===== src/hdl/cta_pkg.sv =====
package cta_pkg;

  localparam int FRAC_BITS  = 8;
  localparam int WARMUP     = 4;

  localparam int T_W        = 12;
  localparam int H_W        = 10;
  localparam int CNT_W      = 8;

  localparam int AVG_T_W    = T_W + FRAC_BITS;
  localparam int AVG_H_W    = H_W + FRAC_BITS;

  // The divider lane takes a signed difference one bit wider than the
  // widest average, and a divisor that can reach 2^CNT_W.
  localparam int DIV_W      = AVG_T_W + 1;
  localparam int DVSR_W     = CNT_W + 1;
  localparam int DIV_CNT_W  = $clog2(DIV_W);

  localparam int IN_DATA_W  = 24;
  localparam int OUT_DATA_W = 32;
  localparam int APB_AW     = 3;
  localparam int APB_DW     = 32;

  localparam logic REG_TEMP_THR = 1'b0;
  localparam logic REG_HUM_THR  = 1'b1;

  localparam logic signed [T_W-1:0] TEMP_THR_RST = 12'sd300;
  localparam logic        [H_W-1:0] HUM_THR_RST  = 10'd700;

endpackage


===== src/hdl/climate_threshold_and_running_average.sv =====
// Flow: a reading taken during warm-up (count at most WARMUP) goes from ST_IDLE straight
// to ST_EMIT; a later reading first waits in ST_DIVIDE for the two bit-serial divider
// lanes that run side by side. The result is then registered onto the output.
// A new reading is taken only in ST_IDLE, so none is accepted until the last result is
// loaded, which waits while the result side stalls; a failed reading leaves it idle.
// Reset (rst_ni low, asynchronous): averages, count and vent latch go to zero,
// thresholds to 300 and 700, and no result is pending.
module climate_threshold_and_running_average
  import cta_pkg::*;
(
  input  logic                  clk_i,
  input  logic                  rst_ni,
  input  logic                  psel,
  input  logic                  penable,
  input  logic                  pwrite,
  input  logic [APB_AW-1:0]     paddr,
  input  logic [APB_DW-1:0]     pwdata,
  output logic [APB_DW-1:0]     prdata,
  output logic                  pready,
  input  logic                  s_axis_tvalid,
  output logic                  s_axis_tready,
  // [11:0] temperature_x10, [21:12] humidity_x10, [22] co2_vent_open, [23] clear_after
  input  logic [IN_DATA_W-1:0]  s_axis_tdata,
  // [0] reading_ok
  input  logic [0:0]            s_axis_tuser,
  output logic                  m_axis_tvalid,
  input  logic                  m_axis_tready,
  // [0] alarm_on, [1] vent_open, [2] vent_latched, [14:3] avg_temperature_x10,
  // [24:15] avg_humidity_x10, [31:25] zero
  output logic [OUT_DATA_W-1:0] m_axis_tdata
);

  typedef enum logic [1:0] {
    ST_IDLE,
    ST_DIVIDE,
    ST_EMIT
  } state_e;

  state_e                      state_q;
  logic signed [T_W-1:0]       temp_thr_q;
  logic        [H_W-1:0]       hum_thr_q;
  logic signed [AVG_T_W-1:0]   avg_t_q;
  logic        [AVG_H_W-1:0]   avg_h_q;
  logic        [CNT_W-1:0]     count_q;
  logic                        latch_q;
  logic                        alarm_q;
  logic                        vent_q;
  logic                        clear_q;
  logic                        m_valid_q;
  logic [OUT_DATA_W-1:0]       m_data_q;

  logic signed [T_W-1:0]       temp_in;
  logic        [H_W-1:0]       hum_in;
  logic                        co2_in;
  logic                        clear_in;
  logic                        ok_in;
  logic                        accept;
  logic                        emit;
  logic                        warm;
  logic                        alarm;
  logic                        vent;
  logic signed [AVG_T_W-1:0]   scaled_t;
  logic        [AVG_H_W-1:0]   scaled_h;
  logic signed [DIV_W-1:0]     diff_t;
  logic signed [DIV_W-1:0]     diff_h;
  logic        [DVSR_W-1:0]    divisor;
  logic                        div_start;
  logic                        done_t;
  logic                        done_h;
  logic signed [DIV_W-1:0]     quot_t;
  logic signed [DIV_W-1:0]     quot_h;
  logic signed [DIV_W-1:0]     sum_t;
  logic signed [DIV_W-1:0]     sum_h;
  logic signed [T_W-1:0]       avg_t_out;
  logic        [H_W-1:0]       avg_h_out;
  logic                        t_round;
  logic                        cfg_write;

  assign pready    = 1'b1;
  assign cfg_write = psel && penable && pwrite && pready;

  always_ff @(posedge clk_i or negedge rst_ni) begin
    if (!rst_ni) begin
      temp_thr_q <= TEMP_THR_RST;
      hum_thr_q  <= HUM_THR_RST;
    end else if (cfg_write) begin
      case (paddr[2])
        REG_TEMP_THR: temp_thr_q <= pwdata[T_W-1:0];
        REG_HUM_THR:  hum_thr_q  <= pwdata[H_W-1:0];
        default:      ;
      endcase
    end
  end

  always_comb begin
    case (paddr[2])
      REG_TEMP_THR: prdata = APB_DW'(temp_thr_q);
      REG_HUM_THR:  prdata = APB_DW'(hum_thr_q);
      default:      prdata = '0;
    endcase
  end

  assign temp_in  = s_axis_tdata[T_W-1:0];
  assign hum_in   = s_axis_tdata[T_W+H_W-1:T_W];
  assign co2_in   = s_axis_tdata[T_W+H_W];
  assign clear_in = s_axis_tdata[T_W+H_W+1];
  assign ok_in    = s_axis_tuser[0];

  assign s_axis_tready = (state_q == ST_IDLE);
  assign accept        = s_axis_tvalid && s_axis_tready;
  assign emit          = (state_q == ST_EMIT) && (!m_valid_q || m_axis_tready);

  assign warm  = count_q <= CNT_W'(WARMUP);
  assign alarm = temp_in > temp_thr_q;
  assign vent  = (hum_in > hum_thr_q) && !co2_in;

  assign scaled_t = {temp_in, {FRAC_BITS{1'b0}}};
  assign scaled_h = {hum_in, {FRAC_BITS{1'b0}}};
  assign diff_t   = DIV_W'(scaled_t) - DIV_W'(avg_t_q);
  assign diff_h   = $signed(DIV_W'(scaled_h)) - $signed(DIV_W'(avg_h_q));
  assign divisor  = DVSR_W'(count_q) + DVSR_W'(1);
  assign div_start = accept && ok_in && !warm;

  cta_serial_div u_div_t (
    .clk_i      (clk_i),
    .rst_ni     (rst_ni),
    .start_i    (div_start),
    .dividend_i (diff_t),
    .divisor_i  (divisor),
    .done_o     (done_t),
    .quotient_o (quot_t)
  );

  cta_serial_div u_div_h (
    .clk_i      (clk_i),
    .rst_ni     (rst_ni),
    .start_i    (div_start),
    .dividend_i (diff_h),
    .divisor_i  (divisor),
    .done_o     (done_h),
    .quotient_o (quot_h)
  );

  assign sum_t = DIV_W'(avg_t_q) + quot_t;
  assign sum_h = $signed(DIV_W'(avg_h_q)) + quot_h;

  // The reported temperature truncates toward zero, so a negative average
  // with a nonzero fraction rounds up by one.
  assign t_round   = avg_t_q[AVG_T_W-1] && (avg_t_q[FRAC_BITS-1:0] != '0);
  assign avg_t_out = avg_t_q[AVG_T_W-1:FRAC_BITS] + T_W'(t_round);
  assign avg_h_out = avg_h_q[AVG_H_W-1:FRAC_BITS];

  always_ff @(posedge clk_i or negedge rst_ni) begin
    if (!rst_ni) begin
      state_q   <= ST_IDLE;
      avg_t_q   <= '0;
      avg_h_q   <= '0;
      count_q   <= '0;
      latch_q   <= 1'b0;
      alarm_q   <= 1'b0;
      vent_q    <= 1'b0;
      clear_q   <= 1'b0;
      m_valid_q <= 1'b0;
      m_data_q  <= '0;
    end else begin
      if (emit) begin
        m_valid_q <= 1'b1;
      end else if (m_axis_tready) begin
        m_valid_q <= 1'b0;
      end
      case (state_q)
        ST_IDLE: begin
          if (accept) begin
            if (ok_in) begin
              alarm_q <= alarm;
              vent_q  <= vent;
              clear_q <= clear_in;
              if (vent) begin
                latch_q <= 1'b1;
              end
              if (warm) begin
                avg_t_q <= scaled_t;
                avg_h_q <= scaled_h;
                count_q <= count_q + CNT_W'(1);
                state_q <= ST_EMIT;
              end else begin
                state_q <= ST_DIVIDE;
              end
            end else if (clear_in) begin
              avg_t_q <= '0;
              avg_h_q <= '0;
              count_q <= '0;
            end
          end
        end
        ST_DIVIDE: begin
          if (done_t && done_h) begin
            avg_t_q <= sum_t[AVG_T_W-1:0];
            avg_h_q <= sum_h[AVG_H_W-1:0];
            count_q <= count_q + CNT_W'(1);
            state_q <= ST_EMIT;
          end
        end
        ST_EMIT: begin
          if (emit) begin
            m_data_q  <= OUT_DATA_W'({avg_h_out, avg_t_out, latch_q, vent_q, alarm_q});
            if (clear_q) begin
              avg_t_q <= '0;
              avg_h_q <= '0;
              count_q <= '0;
            end
            state_q <= ST_IDLE;
          end
        end
        default: begin
          state_q <= ST_IDLE;
        end
      endcase
    end
  end

  assign m_axis_tvalid = m_valid_q;
  assign m_axis_tdata  = m_data_q;

endmodule


===== src/hdl/cta_serial_div.sv =====
module cta_serial_div
  import cta_pkg::*;
(
  input  logic                     clk_i,
  input  logic                     rst_ni,
  input  logic                     start_i,
  input  logic signed [DIV_W-1:0]  dividend_i,
  input  logic        [DVSR_W-1:0] divisor_i,
  output logic                     done_o,
  output logic signed [DIV_W-1:0]  quotient_o
);

  logic                 busy_q;
  logic                 done_q;
  logic                 neg_q;
  logic [DIV_CNT_W-1:0] cnt_q;
  logic [DIV_W-1:0]     shreg_q;
  logic [DVSR_W-1:0]    rem_q;
  logic [DVSR_W-1:0]    dvsr_q;

  logic [DIV_W-1:0]     magnitude;
  logic [DVSR_W:0]      trial;
  logic                 fits;
  logic [DVSR_W:0]      trial_diff;

  assign magnitude  = dividend_i[DIV_W-1] ? DIV_W'(-dividend_i) : DIV_W'(dividend_i);
  assign trial      = {rem_q, shreg_q[DIV_W-1]};
  assign fits       = trial >= {1'b0, dvsr_q};
  assign trial_diff = trial - {1'b0, dvsr_q};

  // Restoring division: the dividend shifts out at the top of shreg_q while
  // quotient bits shift in at the bottom, one bit per cycle.
  always_ff @(posedge clk_i or negedge rst_ni) begin
    if (!rst_ni) begin
      busy_q  <= 1'b0;
      done_q  <= 1'b0;
      neg_q   <= 1'b0;
      cnt_q   <= '0;
      shreg_q <= '0;
      rem_q   <= '0;
      dvsr_q  <= '0;
    end else begin
      done_q <= 1'b0;
      if (start_i) begin
        busy_q  <= 1'b1;
        neg_q   <= dividend_i[DIV_W-1];
        cnt_q   <= '0;
        shreg_q <= magnitude;
        rem_q   <= '0;
        dvsr_q  <= divisor_i;
      end else if (busy_q) begin
        shreg_q <= {shreg_q[DIV_W-2:0], fits};
        rem_q   <= fits ? trial_diff[DVSR_W-1:0] : trial[DVSR_W-1:0];
        cnt_q   <= cnt_q + DIV_CNT_W'(1);
        if (cnt_q == DIV_CNT_W'(DIV_W - 1)) begin
          busy_q <= 1'b0;
          done_q <= 1'b1;
        end
      end
    end
  end

  assign done_o     = done_q;
  assign quotient_o = neg_q ? DIV_W'(-shreg_q) : DIV_W'(shreg_q);

endmodule


===== config.mk =====
export PLATFORM = sky130hd
export DESIGN_NAME = climate_threshold_and_running_average
export DESIGN_NICKNAME = d
export VERILOG_FILES = /design/src/hdl/cta_pkg.sv /design/src/hdl/climate_threshold_and_running_average.sv /design/src/hdl/cta_serial_div.sv
export SDC_FILE = /design/constraint.sdc
export NUM_CORES = 1
export LEC_CHECK = 0
export ABC_AREA = 1
export BUFFER_PORTS_ARGS = -buffer_cell sky130_fd_sc_hd__buf_2
export CAP_MARGIN = 20
export CORE_ASPECT_RATIO = 0.5
export CORE_MARGIN = 2
export CORE_UTILIZATION = 36
export CTS_CLUSTER_DIAMETER = 150
export DETAILED_ROUTE_END_ITERATION = 12
export SKIP_CTS_REPAIR_TIMING = 1
export SYNTH_ARGS = -nofsm -noshare
export SYNTH_HDL_FRONTEND = slang
export SYNTH_SLANG_ARGS = --single-unit

===== constraint.sdc =====
create_clock -name clk_i -period 5.6 [get_ports clk_i]
set_clock_uncertainty 0.15 [all_clocks]
set_input_delay 0.84 -clock clk_i [delete_from_list [all_inputs] [get_ports clk_i]]
set_output_delay 0.84 -clock clk_i [all_outputs]
set_load 0.005 [all_outputs]

Yosys cells after proc, flatten, opt, wreduce, memory -nomap -nowiden
Index checks and enable logic that the tools add are counted.
{ "word_totals": {"regBits": 185, "inputBits": 67, "output_inout_bits": 67, "wordCells": 146} }
{ "classes": {"add_sub_neg": 15, "order_cmp": 5, "n_eq_ne": 11, "n_mux": 63, "bitwise_logic": 1, "reduce_logical": 26} }
{ "ops": {"columns": ["operator", "count"], "rows": [
  ["$mux 20", 8],
  ["$mux 18", 8],
  ["$mux 21", 6],
  ["$pmux 32 s2", 1],
  ["$pmux 20 s3", 1],
  ["$mux 8", 7],
  ["$mux 9", 6],
  ["$pmux 18 s3", 1],
  ["$pmux 8 s3", 1],
  ["$neg 19->21", 1],
  ["$neg 21->21", 1],
  ["$sub 20x20->21", 1],
  ["$add 20x20->20", 1],
  ["$ge 10x9->1", 2],
  ["$mux 5", 4],
  ["$neg 20->20", 1],
  ["$sub 18x18->19", 1],
  ["$add 18x18->18", 1],
  ["$neg 18->18", 1],
  ["$sub 9x9->9", 2],
  ["$mux 1", 14],
  ["$add 12x1->12", 1],
  ["$gt 12x12->1", 1],
  ["$add 5x1->5 const B", 2],
  ["25 further kinds", 48]
]} }

Depth between registers and ports, before layout
Gate-level depths: netlist of run 1.
{ "logic_depth": {"ltp_word": 5, "depth_mapped": 20, "mapped_depth_nobuf": 20} }

Cells and area by module
From an unflattened synthesis of run 1, not the netlist that was laid out.
{ "unflattened": {"hier_cells": 2459, "area_unflattened_um2": 16612.2} }
{ "by_module_without_submodules": {"columns": ["mod", "n_inst", "cells_per_inst", "area_per_inst_um2", "seq_area_each_um2"], "rows": [
  ["climate_threshold_and_running_average", 1, 1285, 8972.4, 2514.9],
  ["cta_serial_div", 2, 587, 3819.9, 1176.1]
]} }

Worst setup path before layout of run 1
Ideal clock, no wire load.
{ "synth_path": {"path_type": "input-to-output", "start": "in paddr[2]", "end": "out prdata[12]", "t_arrival_ps": 2001, "required_ps": 4610, "setup_slack_ps": 2609, "stages": 3, "n_path_buf": 2, "path_cell_list": "clkbuf_1 nor2_1 buf_4"} }
{ "synth_between": {"elab_chain_len": 2} }
{ "synth_lines": {"columns": ["item", "line", "rtl"], "rows": [
  ["start: declaration", "climate_threshold_and_running_average.sv:16", "input logic [APB_AW-1:0] paddr,"],
  ["$not 1->1 (no source line)", null, null],
  ["$pmux 32 s2 (*)", "climate_threshold_and_running_average.sv:96", "case (paddr[2])"],
  ["end: declaration", "climate_threshold_and_running_average.sv:18", "output logic [APB_DW-1:0] prdata,"]
]} }
Mark *: on every way between the ends. The rest lies on a longest branch, timed or not.

Worst setup path after layout of run 1
{ "layout_path": {"start": "reg u_div_h.shreg_q[0]", "end": "reg avg_h_q[17]"} }
{ "layout_between": {"elab_chain_len": 5} }
{ "layout_lines": {"columns": ["item", "line", "rtl"], "rows": [
  ["start: declaration", "cta_serial_div.sv:17", "logic [DIV_W-1:0] shreg_q;"],
  ["start signal: assignment", "cta_serial_div.sv:48", "shreg_q <= magnitude;"],
  ["start signal: assignment", "cta_serial_div.sv:52", "shreg_q <= {shreg_q[DIV_W-2:0], fits};"],
  ["$neg 18->18", "cta_serial_div.sv:64", "assign quotient_o = neg_q ? DIV_W'(-shreg_q) : DIV_W'(shreg_q);"],
  ["$mux 18 (*)", "cta_serial_div.sv:64", null],
  ["$add 18x18->18 (*)", "climate_threshold_and_running_average.sv:145", "assign sum_h = $signed(DIV_W'(avg_h_q)) + quot_h;"],
  ["$mux 18 (*)", "climate_threshold_and_running_average.sv:197", "if (done_t && done_h) begin"],
  ["$pmux 18 s3 (*)", "climate_threshold_and_running_average.sv:171", "case (state_q)"],
  ["end signal: assignment", "climate_threshold_and_running_average.sv:183", "avg_h_q <= scaled_h;"],
  ["end signal: assignment", "climate_threshold_and_running_average.sv:199", "avg_h_q <= sum_h[AVG_H_W-1:0];"],
  ["end: declaration", "climate_threshold_and_running_average.sv:43", "logic [AVG_H_W-1:0] avg_h_q;"]
]} }
Mark *: on every way between the ends. The rest lies on a longest branch, timed or not. The select of a mux whose other input is x is not followed.
A chain may end at the register's enable or synchronous reset.

==> impl.org, run 1 <==
** Outcome
- Outcome :: complete, no violations

** Placed design
- In this run the tool buffered the top-level ports with 103 buffer cells.
- Final RePlAce weighted congestion :: 0.9066
- Detailed placement finished with a half-perimeter wire length of 32.77 mm.

** Floorplan
- Die extent in y :: 148.8 µm
- Initial cell density of the core :: 36.94%
- Top Ports :: 134
- From left edge to right edge, the die measures 293.6 µm.
- After floorplanning, the core was divided into 52 placement rows.
- The floorplan step defined a core boundary enclosing 0.04086 mm².
- The floorplan step defined a die boundary enclosing 0.04368 mm².

** Synthesis
- Number of distinct library cells after synthesis :: 56
- Main flop type after synthesis :: sky130_fd_sc_hd__dfrtp_1
- Synthesis Warnings :: 0
- The cell count after synthesis came out at 2,143.
- The synthesized design contains 0 enable-type register cells.
- For this run, asynchronously set or reset flops after synthesis account for 100.0%.
- Netlist area before placement :: 0.01509 mm²
- A synthesized cell averages 7.044 µm².
- For this run, the register share of the synthesized area comes to 30.75%.
- Synthesis inferred 185 register bits.

** STA
- Worst slew pin tran :: 0.9419 ns
- Achievable clock frequency :: 279.9 MHz
- The number of max-slew violations in the final report was 0.
- The routed design could run at a clock period as short as 3.573 ns.
- Headroom to the max-slew limit came out at 36.98%.
- Final worst hold slack :: 0.2746 ns
- Final setup TNS :: 0 ns
- Setup violations remaining at the end of the flow were counted as 0.
- RSZ-0062 raised after global routing :: no
- Hold Fails Final Rpt :: 0
- Dividing the final minimum period by the clock period gives 63.80%.

** Setup path
- Critical R2R Capture :: avg_h_q[17]
- Tracing the worst setup path back leads to its startpoint at u_div_h.shreg_q[0].
- Following the worst setup path forward leads to its endpoint at avg_h_q[17].
- At the worst endpoint, the required time is 5.83 ns.
- Crit Path Max Fanout :: 5
- Type of destination of the critical path :: flop
- CP arrival :: 3.81 ns
- For the worst flop-to-flop path, the logic depth is 19.
- Reg-to-reg critical path startpoint :: u_div_h.shreg_q[0]
- The worst setup path is launched from a flop.
- Class of the most critical setup path :: reg -> reg
- For flop-to-flop paths, the worst setup slack is 2.03 ns.

** Clocking
- TritonCTS buffer count :: 17
- CTS tree :: done
- Number of buffers on the longest clock path :: 2
- Clock insertion delay at the later pin of the skew report :: 0.46 ns
- Clock-pin slew was measured on the worst setup and hold paths at 0.07 ns.
- Level count of the clock H-tree :: 4
- Clock tree synthesis found a total of 185 sinks.
- The root buffer cell chosen for the clock tree is sky130_fd_sc_hd__clkbuf_16.

** Cells and area
- Fill cells in the final layout number 4,256.
- Proportion of layout cells with a drive suffix above 1 :: 10.21%
- Final net count :: 2,389
- Summing all flip-flop and latch instances after layout gives 0.004642 mm².
- Total area of multi-input combinational cells :: 0.008865 mm²
- Relative area change from synthesis to final layout :: 9.640%

** Global route
- Global route total overflow :: 0
- Initial antenna violation count :: 1
- Met1 usage :: 27.68%
- Met3 Track Usage GR :: 2.786%
- Overall global routing resource usage :: 19.60%
- GR peak layer :: met2
- Global routing used 31.68% of the available met2 tracks.
- Entering global routing, the biggest net connects 96 pins.
- The first global-routing pass estimated 68.72 mm of wire.
- Via count of the first global-routing pass :: 13,197

** Pwr
- Across the VDD grid, the largest voltage drop is 214.9 µV.
- In this run the power density over the cells is 624.8 mW/mm².
- Leakage dissipation :: 8.487 nW

** Routing
- Detailed Route Iter0 Violations :: 1,080
- Once detail routing completed, the nets flagged for antenna violations numbered 0.
- Across all layers, the routed design uses 13,979 vias.
- DRT Pass-1 Iters :: 5
- After detailed routing, the number of vias per cell comes to 5.074.
- Routed wire length :: 41.88 mm
- Post-route DRC :: 0
- Routed len/inst :: 15.20 µm

** Run
- The tool flagged a number of max-cap violations equal to 0.

** Min path
- The worst hold path belongs to the class in -> async.
power breakdown:
part	switching [mW]	leakage, nW	internal (mW)	total, mW
registers	0.439	2.32	1.86	2.30
logic	4.36	5.87	2.40	6.75
clock network	0.615	0.292	0.676	1.29
total	5.41	8.49	4.93	10.3
critical path, cell delays in order, from the launching register on:
cell and delay, ns:
sky130_fd_sc_hd__dfrtp_1 0.39, sky130_fd_sc_hd__inv_1 0.11, sky130_fd_sc_hd__ha_1 0.19, sky130_fd_sc_hd__inv_1 0.04
sky130_fd_sc_hd__nor2_1 0.21, sky130_fd_sc_hd__nand3_1 0.14, sky130_fd_sc_hd__inv_1 0.09, sky130_fd_sc_hd__nand2_1 0.07
sky130_fd_sc_hd__nor3_1 0.29, sky130_fd_sc_hd__nor2_1 0.09, sky130_fd_sc_hd__xor2_1 0.31, sky130_fd_sc_hd__ha_1 0.35
sky130_fd_sc_hd__a21o_1 0.23, sky130_fd_sc_hd__nor2_1 0.15, sky130_fd_sc_hd__nor2_1 0.05, sky130_fd_sc_hd__a21oi_1 0.12
sky130_fd_sc_hd__nand4_1 0.12, sky130_fd_sc_hd__a21oi_1 0.15, sky130_fd_sc_hd__o21ai_0 0.11, sky130_fd_sc_hd__a21oi_1 0.13
cell type report:
class	instances	area share, %
Multi-Input combinational cell	1575	53.56
Antenna cell	1	0.01512
Sequential cell	185	28.05
Clock buffer	17	2.571
Timing Repair Buffer	108	3.470
Inverter	314	7.137
Tap cell	540	4.083
Clock inverter	15	1.111
worst min-delay path by stage:
stage,end,start,cells after the start,slack [ns]
after global placement,latch_q,latch_q,2,0.28
after CTS,latch_q,latch_q,2,0.30
after global routing,latch_q,latch_q,2,0.32
after floorplan,latch_q,latch_q,2,0.27
after detailed placement,latch_q,latch_q,2,0.29
final,m_axis_tdata[15],rst_ni,1,0.27
synthesized netlist by cell type (28+ instances only):
master,number,area (µm²)
sky130_fd_sc_hd__ha_1,117,1464
sky130_fd_sc_hd__nand3_1,123,615.6
sky130_fd_sc_hd__buf_4,31,232.7
sky130_fd_sc_hd__o22ai_1,40,250.2
sky130_fd_sc_hd__nand4_1,31,193.9
sky130_fd_sc_hd__o21ai_0,146,730.7
sky130_fd_sc_hd__xor2_1,58,508.0
sky130_fd_sc_hd__a21oi_1,132,660.6
sky130_fd_sc_hd__inv_1,294,1104
sky130_fd_sc_hd__nor2_1,158,593.1
sky130_fd_sc_hd__dfrtp_1,175,4379
sky130_fd_sc_hd__nand2_1,515,1933
sky130_fd_sc_hd__nor3_1,34,170.2
sky130_fd_sc_hd__clkbuf_1,28,105.1
cells in the final DEF, fill, tap and decap left out, types with 12 or more instances in the layout:
| cell type | netlist | layout |
|---|---|---|
| sky130_fd_sc_hd__clkbuf_16 | 0 | 17 |
| sky130_fd_sc_hd__nand3b_1 | 13 | 13 |
| sky130_fd_sc_hd__inv_2 | 18 | 18 |
| sky130_fd_sc_hd__xnor2_1 | 18 | 18 |
| sky130_fd_sc_hd__buf_2 | 13 | 102 |
| sky130_fd_sc_hd__ha_1 | 117 | 117 |
| sky130_fd_sc_hd__inv_1 | 294 | 294 |
| sky130_fd_sc_hd__nand3_1 | 123 | 123 |
| sky130_fd_sc_hd__dfrtp_1 | 175 | 175 |
| sky130_fd_sc_hd__o22ai_1 | 40 | 40 |
| sky130_fd_sc_hd__nor2_2 | 14 | 14 |
| sky130_fd_sc_hd__o21ai_0 | 146 | 146 |
| sky130_fd_sc_hd__a21oi_1 | 132 | 132 |
| sky130_fd_sc_hd__nand4_1 | 31 | 31 |
| sky130_fd_sc_hd__nor2_1 | 158 | 158 |
| sky130_fd_sc_hd__o21ai_1 | 15 | 15 |
| sky130_fd_sc_hd__o21bai_1 | 17 | 17 |
| sky130_fd_sc_hd__nor3_1 | 34 | 34 |
| sky130_fd_sc_hd__nand2_2 | 12 | 12 |
| sky130_fd_sc_hd__xor2_1 | 58 | 58 |
| sky130_fd_sc_hd__o211ai_1 | 20 | 20 |
| sky130_fd_sc_hd__nand2_1 | 515 | 515 |
| sky130_fd_sc_hd__a22oi_1 | 19 | 19 |
kinds of logic after synthesis:
logic type | Yosys count | share of synthesized area, %
adders and majority gates | 121 | 10.23
and+or+nand+nor | 937 | 27.24
buffers and inverters | 389 | 10.67
AOI/OAI and AO/OA | 431 | 16.44
DFF | 185 | 30.75
xor gates and xnor gates | 78 | 4.625
other | 2 | 0.04975
state kept, by name, summed over array words and instances, names as in the netlist, 2 cells and up:
| signal | flops |
|---|---|
| u_div_t.rem_q | 9 |
| u_div_t.shreg_q | 21 |
| avg_t_q | 20 |
| count_q | 8 |
| state_q | 2 |
| hum_thr_q | 10 |
| m_axis_tdata | 25 |
| u_div_h.cnt_q | 5 |
| temp_thr_q | 12 |
| u_div_h.dvsr_q | 9 |
| u_div_h.shreg_q | 21 |
| avg_h_q | 18 |
| u_div_t.cnt_q | 5 |
| u_div_h.rem_q | 9 |
stage by stage:
stage               util (%)  instances  setup slack (ns)  power, mW  area, µm²
floorplan                  -       2149             2.609      7.436      15120
global placement       39.01       2722             2.021      8.914      15940
detailed placement     39.01       2722             1.988      9.000      15940
CTS                    40.50       2754             2.095      10.33      16550
global route           40.50       2755             1.638      11.48      16550
finish                 40.50       2755             2.027      10.34      16550
metal layers:
metal,wire [µm],vias up
li1,-,7157
met1,20960,6554
met2,18800,228
met3,1406,40
met4,712,0
met5,0,-
No activity file was read; power rests on OpenSTA's default activity.
==> inputs of run 2 (changes only) <==
- clock period: 5.6 -> 3.6 ns (I/O delays scaled with it)
==> impl.org, run 2 (same netlist as run 1, synthesis figures left out) <==
** Cells and area
- Total area of multi-input combinational cells :: 0.008880 mm²
- After the last flow step, the layout net total stands at 2,405.
- Finished Core Util :: 40.71%
- Relative area change from synthesis to final layout :: 10.20%
- The top cell types in the final layout, fill and taps aside, are sky130_fd_sc_hd__nand2_1 (515), sky130_fd_sc_hd__inv_1 (294), sky130_fd_sc_hd__dfrtp_1 (175), sky130_fd_sc_hd__nor2_1 (157), sky130_fd_sc_hd__o21ai_0 (146).
- FF/Latch Area :: 0.004642 mm²
- Max FFs per register :: 25
- After routing the design area is 0.01663 mm².
- The filler cells instantiated in the layout total 4,299.
- Antenna Diode Count :: 0
- The library cell used most frequently in the layout, excluding fill and tap cells, is sky130_fd_sc_hd__nand2_1.
- Proportion of layout cells with a drive suffix above 1 :: 10.94%

** Floorplan
- The die is 293.6 µm wide.
- In this run the standard cell core region covers 0.04086 mm².
- Once the floorplan was initialized, standard cells occupied 36.94% of the core.
- For this design the top-level I/O count stands at 134.
- Die Outline Area :: 0.04368 mm²
- The floorplan step set the die height to 148.8 µm.
- After floorplanning, the core was divided into 52 placement rows.

** STA
- Once routing completed, OpenROAD measured the worst setup slack at 0.2898 ns.
- The number of max-slew violations in the final report was 0.
- Dividing the final minimum period by the clock period gives 91.95%.
- Worst slew pin tran :: 0.9369 ns
- # setup viols final :: 0
- The routed design could run at a clock period as short as 3.310 ns.
- Worst relative slew slack :: 37.31%
- Hold Fails Final Rpt :: 2
- Setup total negative slack on the finished layout was measured at 0 ns.
- Final worst hold slack :: -0.02668 ns
- Static timing analysis puts the maximum clock frequency at 302.1 MHz.
- RSZ-0062 raised after global routing :: no

** Placed design
- The placed instances occupy a cell area of 0.01606 mm².
- IO Port Bufs :: 103
- The HPWL after detailed placement is 33.06 mm.
- Prior to clock tree synthesis, the placed netlist has a worst setup slack of 0.1809 ns.
- At the end of routability-driven placement, the weighted congestion stood at 0.8782.

** Setup path
- Walking the worst path, the cells encountered are inv_1 > ha_1 > inv_1 > nor2_2 > nand3_1 > inv_1 > nand2_1 > nor3_2 > a31oi_1 > xor2_1 > ha_1 > nand2_1 > nor2_1 > a221oi_1 > nand2_1 > nand2_1 > nand3_1 > a22oi_1.
- Startpoint Class :: flop
- STA classifies the critical path endpoint as a flop.
- The slowest stage of the critical path is the sky130_fd_sc_hd__dfrtp_1 cell.
- Among cell families on the critical path, the largest total delay comes from simple AND/OR/NAND/NOR gates.
- Most used cell along the critical path :: sky130_fd_sc_hd__nand2_1
- For this run, the slowest stage of the critical path takes 0.38 ns.
- The number of buffers and inverters on the critical path is 3.
- At the worst endpoint, the arrival time is 3.52 ns.
- Along the worst path, the maximum fanout reaches 5.
- Class of the most critical setup path :: reg -> reg
- Required arrival time at the worst endpoint :: 3.81 ns

** Global route
- Overall global routing resource usage :: 19.36%
- The number of antenna violations at the first check in global routing came to 0.
- After global routing the overflow that remains totals 0.
- The first global-routing pass estimated 67.59 mm of wire.
- Pin count of the biggest net entering global routing :: 86
- Via count of the first global-routing pass :: 13,004

** Min path
- The tightest min-delay check is of the in -> async type.

** Outcome
- The final reports fail on negative hold slack.
- The flow ran to the end, but the final reports show violations.

** Clocking
- Clock transition time at the flip-flop clock pins of the worst setup and hold paths :: 0.07 ns
- Number of buffers on the longest clock path :: 2
- Clock root buffer :: sky130_fd_sc_hd__clkbuf_16
- TritonCTS buffer count :: 17
- TritonCTS built the clock tree.
- Clock insertion delay at the later pin of the skew report :: 0.45 ns
- CTS Sinks :: 185
- Level count of the clock H-tree :: 4

** Routing
- DRT Pass-1 Iters :: 5
- The final layout contains routed wiring with a total length of 41.85 mm.
- Post-route DRC :: 0
- The routed layout has 14,140 vias.
- In this run the remaining antenna-violating nets after routing total 0.
- Detailed Route Iter0 Violations :: 1,049
- Average vias per placed instance :: 5.105
- After detailed routing, the average wire length per cell comes to 15.11 µm.

** Pwr
- Leakage dissipation :: 8.556 nW
- VDD sags by at most 386.9 µV.
- Total power density per cell area :: 963.2 mW/mm²

** Run
- Max Cap Violations :: 0
## run 2: cell count changes in the layout (fill, tap and decap cells not counted), sizes merged
cell and change:
inv -2, buf +16, clkbuf +1, clkinv +3
bufinv -1, clkinvlp -1, diode -1
## run 2: area by class of cell
| type | count | share of cell area (%) |
|---|---|---|
| clock buffer | 18 | 2.580 |
| clock inverter | 14 | 0.7221 |
| inverter | 314 | 7.100 |
| multi-input combinational | 1575 | 53.38 |
| sequential | 185 | 27.91 |
| tap | 540 | 4.062 |
| timing repair buffer | 124 | 4.250 |
## run 2: per-layer routing
layer	part of all wire (%)	up-vias	global-route usage (%)
met4	1.7	0	5.077
li1	-	7189	-
met3	4.0	46	2.801
met1	49	6649	27.09
met5	0	-	0
met2	45	256	31.42
## run 2: power by group
group | internal (mW) | switching [mW]
Sequential | 2.89 | 0.694
Clock | 0.957 | 0.890
Combinational | 3.79 | 6.80
## run 2: through the flow
| stage | instances | power (mW) |
|---|---|---|
| 6_report | 2770 | 16.02 |
| 5_1_grt | 2770 | 17.76 |
| 4_1_cts | 2769 | 16.00 |
| 3_5_place_dp | 2737 | 14.08 |
| 3_3_place_gp | 2737 | 13.95 |
| 2_1_floorplan | 2149 | 11.57 |
## run 2: worst paths after layout
| check | startpoint | endpoint | slack, ns | depth (start not counted) |
|---|---|---|---|---|
| max in group asynchronous | rst_ni | u_div_t.shreg_q[3] | 2.50 | 2 |
| min in group clk_i | s_axis_tdata[23] | clear_q | 0.17 | 3 |
| hold / removal | rst_ni | m_axis_tdata[15] | -0.03 | 1 |
| setup reg to reg | u_div_h.shreg_q[0] | avg_h_q[15] | 0.29 | 18 |
| hold reg to reg | latch_q | latch_q | 0.32 | 2 |
| setup / recovery | u_div_h.shreg_q[0] | avg_h_q[15] | 0.29 | 18 |
